--- config.mk ---
export PLATFORM = sky130hd
export DESIGN_NAME = lpht_ram
export DESIGN_NICKNAME = d
export VERILOG_FILES = /design/src/rtl/core/linear_probe_hash_table_top_assert.svh /design/src/rtl/core/lpht_ram.sv
export SDC_FILE = /design/constraint.sdc
export NUM_CORES = 1
export LEC_CHECK = 0
export ABC_AREA = 0
export BUFFER_PORTS_ARGS = -buffer_cell sky130_fd_sc_hd__buf_4
export CORE_MARGIN = 3
export CORE_UTILIZATION = 40
export CTS_BUF_LIST = sky130_fd_sc_hd__clkbuf_4 sky130_fd_sc_hd__clkbuf_8
export DETAILED_ROUTE_END_ITERATION = 8
export MAX_ROUTING_LAYER = met4
export PLACE_DENSITY = 0.6
export SLEW_MARGIN = 40
export SYNTH_ARGS = -nofsm -noshare
export SYNTH_HDL_FRONTEND = slang
export SYNTH_SLANG_ARGS = --single-unit
--- constraint.sdc ---
create_clock -name clk -period 2 [get_ports clk]
set_clock_uncertainty 0.2 [all_clocks]
set_input_delay 0.1 -clock clk [delete_from_list [all_inputs] [get_ports clk]]
set_output_delay 0.1 -clock clk [all_outputs]
set_load 0.005 [all_outputs]
--- src/rtl/core/linear_probe_hash_table_top_assert.svh ---
// Assertion macros shared by the hash table RTL files
`ifndef LINEAR_PROBE_HASH_TABLE_TOP_ASSERT_SVH
`define LINEAR_PROBE_HASH_TABLE_TOP_ASSERT_SVH

`ifndef ASSERT_OFF
`define LPHT_ASSERT(lbl, prop, msg) \
  lbl: assert property (@(posedge clk) disable iff (!rst_n) prop) else $error(msg);
`define LPHT_ASSERT_RST(lbl, prop, msg) \
  lbl: assert property (@(posedge clk) prop) else $error(msg);
`else
`define LPHT_ASSERT(lbl, prop, msg)
`define LPHT_ASSERT_RST(lbl, prop, msg)
`endif

`endif

--- src/rtl/core/lpht_ram.sv ---
// Generic simple dual-port RAM with registered read
module lpht_ram #(
  parameter int WIDTH = 8,
  parameter int DEPTH = 16
) (
  input  logic                     clk,
  input  logic                     we,
  input  logic [$clog2(DEPTH)-1:0] waddr,
  input  logic [WIDTH-1:0]         wdata,
  input  logic                     re,
  input  logic [$clog2(DEPTH)-1:0] raddr,
  output logic [WIDTH-1:0]         rdata
);

  logic [WIDTH-1:0] mem_r [DEPTH];
  logic [WIDTH-1:0] rdata_r;

  always_ff @(posedge clk) begin
    if (we) begin
      mem_r[waddr] <= wdata;
    end
    if (re) begin
      rdata_r <= mem_r[raddr];
    end
  end

  assign rdata = rdata_r;

endmodule

# After elaboration in Yosys (flattened, before gate mapping)
# Memories as Yosys holds them, arrays and structs flattened. A register that Yosys moved wholly into a read port is not among the register bits.
# Index checks and enable logic that the tools add are counted.
# word_totals
ff_bits	0
mem_bits_rw	128
output_inout_bits	8
mem_count	1
# op_classes
mux	2
# mem_list
name	depth	width	read_ports	rd_clocked_by_memory_dff	write_ports	line_no	rtl
mem_r	16	8	1	1	1	lpht_ram.sv:15	logic [WIDTH-1:0] mem_r [DEPTH];
# ops
cell	n
$mux 1	2

# Logic depth before layout (Yosys ltp)
# logic_depth
depth_word	2
ltp_mapped	5

# Worst setup path after synthesis
# No wires, ideal clock.
# synth_timing
kind	input -> register
startpoint	input waddr[2]
endpoint	memory mem_r[0][0] (enable)
setup_time_ps	383
arrival_ps	1210
t_required_ps	1417
slack_ps	207
stages	2
n_path_buf	0
path_cell_list	or3b_2 nor3_1
# synth_lines
element	line_no	rtl
start, declared	lpht_ram.sv:8	input logic [$clog2(DEPTH)-1:0] waddr,
end, declared	lpht_ram.sv:15	
# No word-level cell before the write port.

# Final worst setup path
# layout_timing
startpoint	input waddr[1]
endpoint	memory mem_r[4][0] (enable)
# No word-level cell before the write port.

==> impl_metrics.csv <==
group,metric,value,unit
run_status,status,"completed",
floorplan,core,0.0127,mm2
clocking,clk_pin_slew,0.07,ns
timing,worstMarginPinSlew,0.407,ns
critical_path,critPathTopFamily,"buffers and inverters",
global_route,grt_pass1_wl,15.5,mm
critical_path,cp-startpoint,"waddr[1]",
floorplan,die_area,0.0145,mm2
min_path,holdPathEnd,"rdata[2]$_DFFE_PP_",
timing,min_period,1.78,ns
cells_and_area,stdcell_area,0.00633,mm2
place,gp_congestion,0.751,
critical_path,crit_required,1.93,ns
place,port_buffers,26,
cells_and_area,syn_to_final_growth,21.2,%
clocking,clock_latency,0.43,ns
yosys,syn_area,0.00523,mm2
clocking,cts_setup_buffers,0,
yosys,synthCells,229,
yosys,synth_flop_cell,"edfxtp_1",
routing,antenna_left,0,
routing,num_vias,2484,
yosys,synth_seq_cells,136,
yosys,synth-async-reset-ratio,0,
critical_path,crit_buf_inv,4,
min_path,min_path_cells,4,
critical_path,r2r_cells,3,
critical_path,timing.rr.end,"rdata[4]$_DFFE_PP_",
cells_and_area,layout_commonest_cell,"edfxtp_1",
floorplan,start_util,0.411,
timing,setup_viol,0,
floorplan,row_count,41,
power_and_ir_drop,total_power,5790,uW
timing,whs,0.0436,ns
floorplan,fp.dieH,120,um
timing,hold_viol,0,
floorplan,ios,27,
global_route,grt.overflow.total,0,
power_and_ir_drop,vdd_ir_drop_max,0.000350,V
clocking,cts_htree_levels,4,
clocking,clock_path_buffers,2,
timing,tns,0,ns
clocking,cts_root_buf,"clkbuf_8",
critical_path,crit_chain,"dlygate4sd3_1, buf_4, nor3_1, dlygate4sd3_1, buf_4",
global_route,grt_max_degree,17,
cells_and_area,layout.cells.most_common_list,"136 x edfxtp_1, 53 x buf_4, 18 x mux4_2, 17 x clkbuf_8, 16 x a22oi_1",
critical_path,crit_type,"input pin to flop",
yosys,ys_seq_area_frac,0.781,
critical_path,crit_arrival,1.71,ns
yosys,yosys_warnings,0,
timing,relSlewSlack,0.728,
clocking,cts_tree,"yes",
floorplan,die_width,120,um
routing,drtPass1Iterations,6,
min_path,min-delay-start,"raddr[1]",
critical_path,reg2reg_from,"mem_r[2][4]$_DFFE_PP_",
routing,vias_per_cell,5.06,
routing,drt_iter0_markers,169,
critical_path,crit_slowest_cell,"dlygate4sd3_1",
place,dpl_cell_area,0.00581,mm2
yosys,yosysUniqueCellTypes,18,
timing,rsz0062_at_grt,"no",
yosys,synth_fp_nets,248,
timing,fin_crit_sh,0.889,
power_and_ir_drop,leakagePower,0.00215,uW
flow_run,max_cap_violations,0,
clocking,cts.sinks,136,
global_route,grt_pass1_vias,2564,
critical_path,slowest_delay,0.56,ns
global_route,gr-usage-all-layers,0.155,
clocking,cts_made_buffers,17,
cells_and_area,nets,325,
critical_path,rrSetupSlack,0.25,ns
yosys,synth_area_per_cell,22.8,um2
critical_path,startpoint_type,"input pin",
routing,wl,9.95,mm
timing,maxSlewViolCount,0,
global_route,antenna_found_initial,0,
min_path,hold_path.class,"input pin to flop",
place,dp.final_hpwl,6.72,mm
critical_path,critPathCaptureType,"flop",
routing,drc_errors,0,
cells_and_area,antennaDiodeCount,0,
power_and_ir_drop,p_per_area,914,mW/mm2
routing,wl_per_cell,20.3,um
yosys,synth_edf_count,136,
timing,max_freq,0.562,GHz
cells_and_area,drive_above_1_share,0.332,
critical_path,cp_max_fo,8,
[cell usage after synthesis (2+ instances only)]
library cell	n	area, um2
clkdlybuf4s25_2	3	30.0
mux4_1	14	368
nor2_1	13	48.8
nand2b_1	2	12.5
buf_6	3	33.8
nand2_1	9	33.8
edfxtp_1	136	4080
nand3b_1	2	15.0
buf_2	3	15.0
mux4_2	18	405
a22oi_1	16	120
nor3_1	4	20.0
[worst reg2reg max path, cell delays in order (launching register included)]
cell	delay, ns
edfxtp_1	0.38
mux4_2	0.46
a22oi_1	0.37
nand2_1	0.10
[area by class of cell]
class                   instances  area, um2
fillers                      1082       6390
flip-flops and latches        136       4080
multi-input cells              83       1060
repair buffers                 68        578
clock buffers                  18        241
well taps                     172        215
clock inverters                14        158
[sequential cells by signal (all words and copies together) (netlist names)]
name / cells
mem_r: 128
rdata: 8
[routing by layer]
metal	up-vias	global-route usage	wire (um)
li1	1132	-	-
met1	1264	0.207	4350
met2	80	0.232	4810
met3	8	0.0491	670
met4	0	0.0467	116
met5	-	-	0
[where the power goes]
part / internal, uW / switching (uW) / total (uW)
registers: 3210 / 16.4 / 3220
logic: 169 / 172 / 341
clock network: 1230 / 992 / 2220
[timing repair]
action / 4_1_cts / 5_1_grt
endpoints found under the hold margin: 159 / 0
hold buffers: 12 / 0
endpoints found under the setup margin: 0 / 0
resized for setup: 0 / 0
[logic make-up (layout without fill, tap and decap cells)]
family                 after synthesis  in the layout  synth area share
AO/OA/AOI/OAI                       16             16            0.0230
buffers and inverters               10            100            0.0165
AND/OR/NAND/NOR                     35             35            0.0314
flip-flops                         136            136             0.781
multiplexers                        32             32             0.148
[per-stage QoR]
| stage | worst slack, ns | instances | utilization |
|---|---|---|---|
| 6_report | 0.222 | 491 | 0.498 |
| 5_1_grt | 0.191 | 491 | 0.498 |
| 4_1_cts | 0.244 | 491 | 0.498 |
| 3_5_place_dp | 0.0856 | 447 | 0.457 |
| 3_3_place_gp | 0.151 | 447 | 0.457 |
| 2_1_floorplan | 0.207 | 229 | - |
[worst max-delay path by stage]
stage | to | cells after the start
finish | mem_r[4][0]$_DFFE_PP_ | 5
CTS | mem_r[4][0]$_DFFE_PP_ | 5
global route | rdata[7]$_DFFE_PP_ | 3
detailed placement | rdata[2]$_DFFE_PP_ | 5
floorplan | mem_r[0][0]$_DFFE_PP_ | 2
global placement | rdata[2]$_DFFE_PP_ | 5
Power figures use the tool's default switching activity.
