**src/rtl/core/linear_probe_hash_table_top_assert.svh**
```systemverilog
// Assertion macros shared by the hash table RTL files
`ifndef LINEAR_PROBE_HASH_TABLE_TOP_ASSERT_SVH
`define LINEAR_PROBE_HASH_TABLE_TOP_ASSERT_SVH

`ifndef ASSERT_OFF
`define LPHT_ASSERT(lbl, prop, msg) \
  lbl: assert property (@(posedge clk) disable iff (!rst_n) prop) else $error(msg);
`define LPHT_ASSERT_RST(lbl, prop, msg) \
  lbl: assert property (@(posedge clk) prop) else $error(msg);
`else
`define LPHT_ASSERT(lbl, prop, msg)
`define LPHT_ASSERT_RST(lbl, prop, msg)
`endif

`endif

```
**src/rtl/core/lpht_pkg.sv**
```systemverilog
// Types and constants of the linear probing hash table
package lpht_pkg;

  localparam int unsigned IN_DW  = 208;
  localparam int unsigned OUT_DW = 16;
  localparam int unsigned CFG_AW = 1;
  localparam int unsigned CFG_DW = 4;
  localparam int unsigned LGW    = 5;
  localparam int unsigned MIN_LG = 3;

  localparam logic [3:0] CAP_LG_RST = 4'd10;

  localparam logic [63:0] FIB_MULT = 64'h9E3779B97F4A7C15;
  localparam logic [31:0] FIB_LO   = FIB_MULT[31:0];
  localparam logic [31:0] FIB_HI   = FIB_MULT[63:32];

  localparam logic [1:0] REQ_FIND   = 2'd0;
  localparam logic [1:0] REQ_PUT    = 2'd1;
  localparam logic [1:0] REQ_REMOVE = 2'd2;
  localparam logic [1:0] REQ_NOP    = 2'd3;

  localparam logic [CFG_AW-1:0] CFG_CAP_LG     = 1'd0;
  localparam logic [CFG_AW-1:0] CFG_HOLDS_VAL  = 1'd1;

  typedef struct packed {
    logic        occ;
    logic [63:0] hash;
  } meta_t;

  typedef struct packed {
    logic [63:0] value;
    logic [63:0] key;
  } data_t;

endpackage

```
**src/rtl/core/lpht_home.sv**
```systemverilog
// Fibonacci hashing unit: split 64-bit product; partial products, then their sum, are registered before the home slot
module lpht_home import lpht_pkg::*; #(
  parameter int AW = 10
) (
  input  logic           clk,
  input  logic           rst_n,
  input  logic           start,
  input  logic [63:0]    hash,
  input  logic [LGW-1:0] lg,
  output logic           done,
  output logic [AW-1:0]  home
);

  logic        v1_r, v2_r;
  logic [63:0] p_lo_r, p_lo_nxt;
  logic [31:0] p_x1_r, p_x1_nxt;
  logic [31:0] p_x2_r, p_x2_nxt;
  logic [63:0] sum_r, sum_nxt;
  logic [6:0]  shamt;
  logic [63:0] shifted;

  assign p_lo_nxt = hash[31:0] * FIB_LO;
  assign p_x1_nxt = hash[31:0] * FIB_HI;
  assign p_x2_nxt = hash[63:32] * FIB_LO;
  assign sum_nxt  = p_lo_r + {p_x1_r + p_x2_r, 32'h0};

  always_ff @(posedge clk) begin
    if (!rst_n) begin
      v1_r <= 1'b0;
      v2_r <= 1'b0;
    end else begin
      v1_r <= start;
      v2_r <= v1_r;
    end
  end

  always_ff @(posedge clk) begin
    p_lo_r <= p_lo_nxt;
    p_x1_r <= p_x1_nxt;
    p_x2_r <= p_x2_nxt;
    sum_r  <= sum_nxt;
  end

  assign shamt   = 7'd64 - 7'(lg);
  assign shifted = sum_r >> shamt;
  assign home    = AW'(shifted);
  assign done    = v2_r;

`include "linear_probe_hash_table_top_assert.svh"

  `LPHT_ASSERT(a_home_latency, start |-> ##2 done, "home slot not ready two cycles after start")

endmodule

```
**config.mk**
```make
export PLATFORM = sky130hd
export DESIGN_NAME = lpht_home
export DESIGN_NICKNAME = d
export VERILOG_FILES = /design/src/rtl/core/lpht_pkg.sv /design/src/rtl/core/lpht_home.sv
export VERILOG_INCLUDE_DIRS = /design/src /design/src/rtl/core
export SDC_FILE = /design/constraint.sdc
export NUM_CORES = 2
export LEC_CHECK = 0
export ABC_AREA = 1
export CAP_MARGIN = 0
export CORE_MARGIN = 2
export CORE_UTILIZATION = 30
export CTS_BUF_LIST = sky130_fd_sc_hd__clkbuf_4 sky130_fd_sc_hd__clkbuf_8
export CTS_CLUSTER_DIAMETER = 120
export DETAILED_ROUTE_END_ITERATION = 6
export DONT_BUFFER_PORTS = 1
export PLACE_DENSITY = 0.42
export SKIP_LAST_GASP = 1
export SYNTH_ARGS = -nofsm -noshare
export SYNTH_HDL_FRONTEND = slang
export SYNTH_SLANG_ARGS = --single-unit
```
**constraint.sdc**
```tcl
create_clock -name clk -period 6.7 [get_ports clk]
set_input_delay 0.67 -clock clk [delete_from_list [all_inputs] [get_ports clk]]
set_output_delay 0.67 -clock clk [all_outputs]
set_load 0.02 [all_outputs]
```
# Yosys cells after proc, flatten, opt, wreduce, memory -nomap -nowiden
# Cells that the tools add are included.
[word_totals] regBits=193 inputBits=72 out_inout_bits=11 elab_cells=13
[op_classes] add_sub_neg=3 multipliers=3 shift=1
[op_table] op="$add 63x64->64" n=1
[op_table] op="$shr 64x7->10" n=1
[op_table] op="$mul 32x31->63 const B" n=1
[op_table] op="$add 32x32->32" n=1
[op_table] op="$mul 32x31->32 const B" n=1
[op_table] op="$mul 32x32->32 const B" n=1
[op_table] op="$sub 7x5->7 const A" n=1

# Longest topological paths before layout
[logic_depth] word_depth=2 mapped_depth=29 ltp_nobuf=29

# Worst setup path before layout
# Ideal clock, no wire load.
[synth_path] kind="in2reg" startpoint="in hash[14]" endpoint="reg p_x1_r[31]" setup_time_ns=0.112 arrival_ns=6.120 t_required_ns=6.588 slack_ns=0.468 cell_stages=23 n_path_buf=0 cell_sequence="fa_1 -> inv_1 -> fa_1 -> inv_1 -> fa_1 -> fa_1 -> fa_1 -> inv_1 -> fa_1 -> inv_1 -> fa_1 -> inv_1 -> fa_1 -> inv_1 -> ha_1 -> nand2_1 -> nor3_1 -> nand2_1 -> or2_2 -> nand3_1 -> inv_1 -> nand2_1 -> nand2_1"
[synth_via] elab_chain_len=1
[synth_rtl] item="start: declaration" line="lpht_home.sv:8" source="input logic [63:0] hash,"
[synth_rtl] item="$mul 32x32->32" line="lpht_home.sv:23" source="assign p_x1_nxt = hash[31:0] * FIB_HI;"
[synth_rtl] item="named net p_x1_nxt[31]" line="lpht_home.sv:16" source="logic [31:0] p_x1_r, p_x1_nxt;"
[synth_rtl] item="end signal: assignment" line="lpht_home.sv:39" source="p_x1_r <= p_x1_nxt;"
[synth_rtl] item="end: declaration" line="lpht_home.sv:16"
# The timed path passes the listed nets, and every way through them passes these cells.
# A chain may end at the register's enable or synchronous reset.

# Worst setup path in the final report
[layout_path] startpoint="in hash[17]" endpoint="reg p_lo_r[43]"
[layout_via] elab_chain_len=1
[layout_rtl] item="$mul 32x31->63" line="lpht_home.sv:22" source="assign p_lo_nxt = hash[31:0] * FIB_LO;"
[layout_rtl] item="named net p_lo_nxt[43]" line="lpht_home.sv:15" source="logic [63:0] p_lo_r, p_lo_nxt;"
[layout_rtl] item="end signal: assignment" line="lpht_home.sv:38" source="p_lo_r <= p_lo_nxt;"
[layout_rtl] item="end: declaration" line="lpht_home.sv:15"
# The timed path passes the listed nets, and every way through them passes these cells.

==> metrics.txt <==
status=finished clean; initial DRC count=roughly 2400; Hold Path Stages=0; NumNets Final=6947; initial antenna violation count=1; vias in the first global route=36670; most common cell after layout, fill and taps aside=inv_1; RSZ-0062 raised after global routing=no; die width=387 um; WP data required=7160 ps; IO Pins=83; Multi-input gate area=35200 um2; row cnt=140; First-pass DRT Iterations=6; CTS Sinks=177; final hold slack=118 ps; skew final=29.7 ps; Final GP Congestion=0.987; CP Capture Type=register; Post-CTS Setup Bufs=0; max cap viols=0; CTS Buf Count=17; Mapped Area=44000 um2; via count=34611; die extent in y=387 um; synth top area cells=fa_1, ha_1, inv_1; Max clock buf depth=2; drt drc=0; Hold Path Origin=hash[2]; Routed wire per std cell=22.7 um; first-pass GRT wire length=around 250 mm; Async SR Flop Fraction=0%; CTS tree=built; H-tree Lvls=4; WS Path Type=input pin to register; port buffer count=0; Fillers=15605; syn_nets=6789; post-DP HPWL=about 150 mm; register area=3540 um2; Detailed Route WL=166 mm; hold-fix buffer count after cts=0; Critical Path Start Type=input pin; die area=150000 um2; Vias per Instance=4.74; R2R Path Start=p_x1_r[0]$_DFF_P_; overall routing resource usage=22.4%; Synth area leader=fa_1; Synth-to-Final Area Change=8.99%; cts repair resizes=0; final worst slack=~330 ps; Total Negative Setup Slacks=0 ps; period utilization=95.0%; Starting Density=30.2%; Setup WS pre-CTS=-202 ps; post-synth top area share=34.6%; r2r worst-path depth=19; maximum fanout along the worst path=9; fmax=157 MHz; Clock Root Buffer=clkbuf_8; Rel. slew slack=36.8%; Synth Register Bits=between 150 and 200; pin count of the biggest net entering global routing=57; EDFF count, synth=0; Slew Viols, Final=0; Yosys cell types=59; ys flop type=dfxtp_1; Core Area=146000 um2; warnings from Yosys=0; HP Class=input pin to register; DP Area=47500 um2; clk_lat worst skew=570 ps; hold-critical path endpoint=p_x1_r[2]$_DFF_P_; R2R Setup Slk=roughly 2700 ps; GR Overflow Total=0; Mean Syn Cell Area=8.43 um2; min cycle time layout=6370 ps; layout cells sized above 1=5.37%; post-synthesis cell count=5214; post-synthesis sequential area ratio=under 10%; ANT nets after route=0; Final Setup Violations=0; Fin. Hold Viols=0; CP arrival=6830 ps; Reg clk slew, reported paths=130 ps; final instance area=between 40000 and 50000 um2; Worst Max-Slew Pin Slew=about 940 ps; most frequent cells in the layout=inv_1, nand2_1, fa_1; reg-to-reg endpoint=sum_r[63]$_DFF_P_
-- how the worst max path moves through the flow --
stage,from,end
2_1_floorplan,hash[14],p_x1_r[31]$_DFF_P_
3_3_place_gp,hash[17],p_lo_r[43]$_DFF_P_
3_5_place_dp,hash[17],p_lo_r[43]$_DFF_P_
4_1_cts,hash[17],p_lo_r[43]$_DFF_P_
5_1_grt,hash[14],p_lo_r[32]$_DFF_P_
6_report,hash[17],p_lo_r[43]$_DFF_P_
-- flip-flops by register name (all words and copies together), names as in the netlist --
name / flops
p_lo_r: 55
done: 1
sum_r: 56
p_x2_r: 32
p_x1_r: 32
v1_r: 1
-- cell type report --
class | instances | share of cell area [%]
sequential | 177 | 7.39
tap | 1917 | 5.00
clock inverter | 14 | 0.397
timing repair buffer | 176 | 2.76
multi-input combinational | 3664 | 73.5
inverter | 1336 | 10.5
clock buffer | 18 | 0.517
antenna | 2 | 0.0104
-- synth_stat cells, types with 43 or more instances --
cell type and n:
nand2_1 815, nor2_1 249, ha_1 743, xnor2_1 48
a21oi_1 233, o21ai_0 144, inv_1 1317, dfxtp_1 177
o21ai_1 43, fa_1 760, nand3_1 232, xor2_1 118
-- through the flow --
stage	std cells	util, %
final	7304	32.9
after global routing	7303	32.9
after CTS	7302	32.9
after detailed placement	7270	32.6
after global placement	7270	32.6
after floorplan	5214	-
-- cell families after synthesis --
logic type | synth area share, %
flops | 8.06
xor+xnor | 3.34
fa+ha+maj | 55.7
mux | 0.182
buf+inv | 11.9
simple gates | 13.9
compound gates | 6.89
-- metal layers --
layer  track usage (%)  vias to the layer above  wire (um)
li1                  -                    16400          -
met1              32.0                    17271      78900
met2              36.1                      843      74300
met3              3.65                       97       9730
met4              3.53                        0       2730
met5                 0                        -          0
-- worst max-delay path, stage by stage --
cell and delay [ps]:
fa_1 630, ha_1 320, fa_1 560, inv_1 50, fa_1 600, inv_1 90
fa_1 560, fa_1 430, fa_1 510, inv_1 60, fa_1 490, inv_1 40
ha_1 340, nand2_1 150, nor2_1 280, nand2_1 150, nor2_1 290, nand3_1 160
nand3_1 180, xor2_1 260
Power is left out: the tool's default activity adds up to more than one toggle a clock period on the data nets, which glitch-free logic cannot reach.
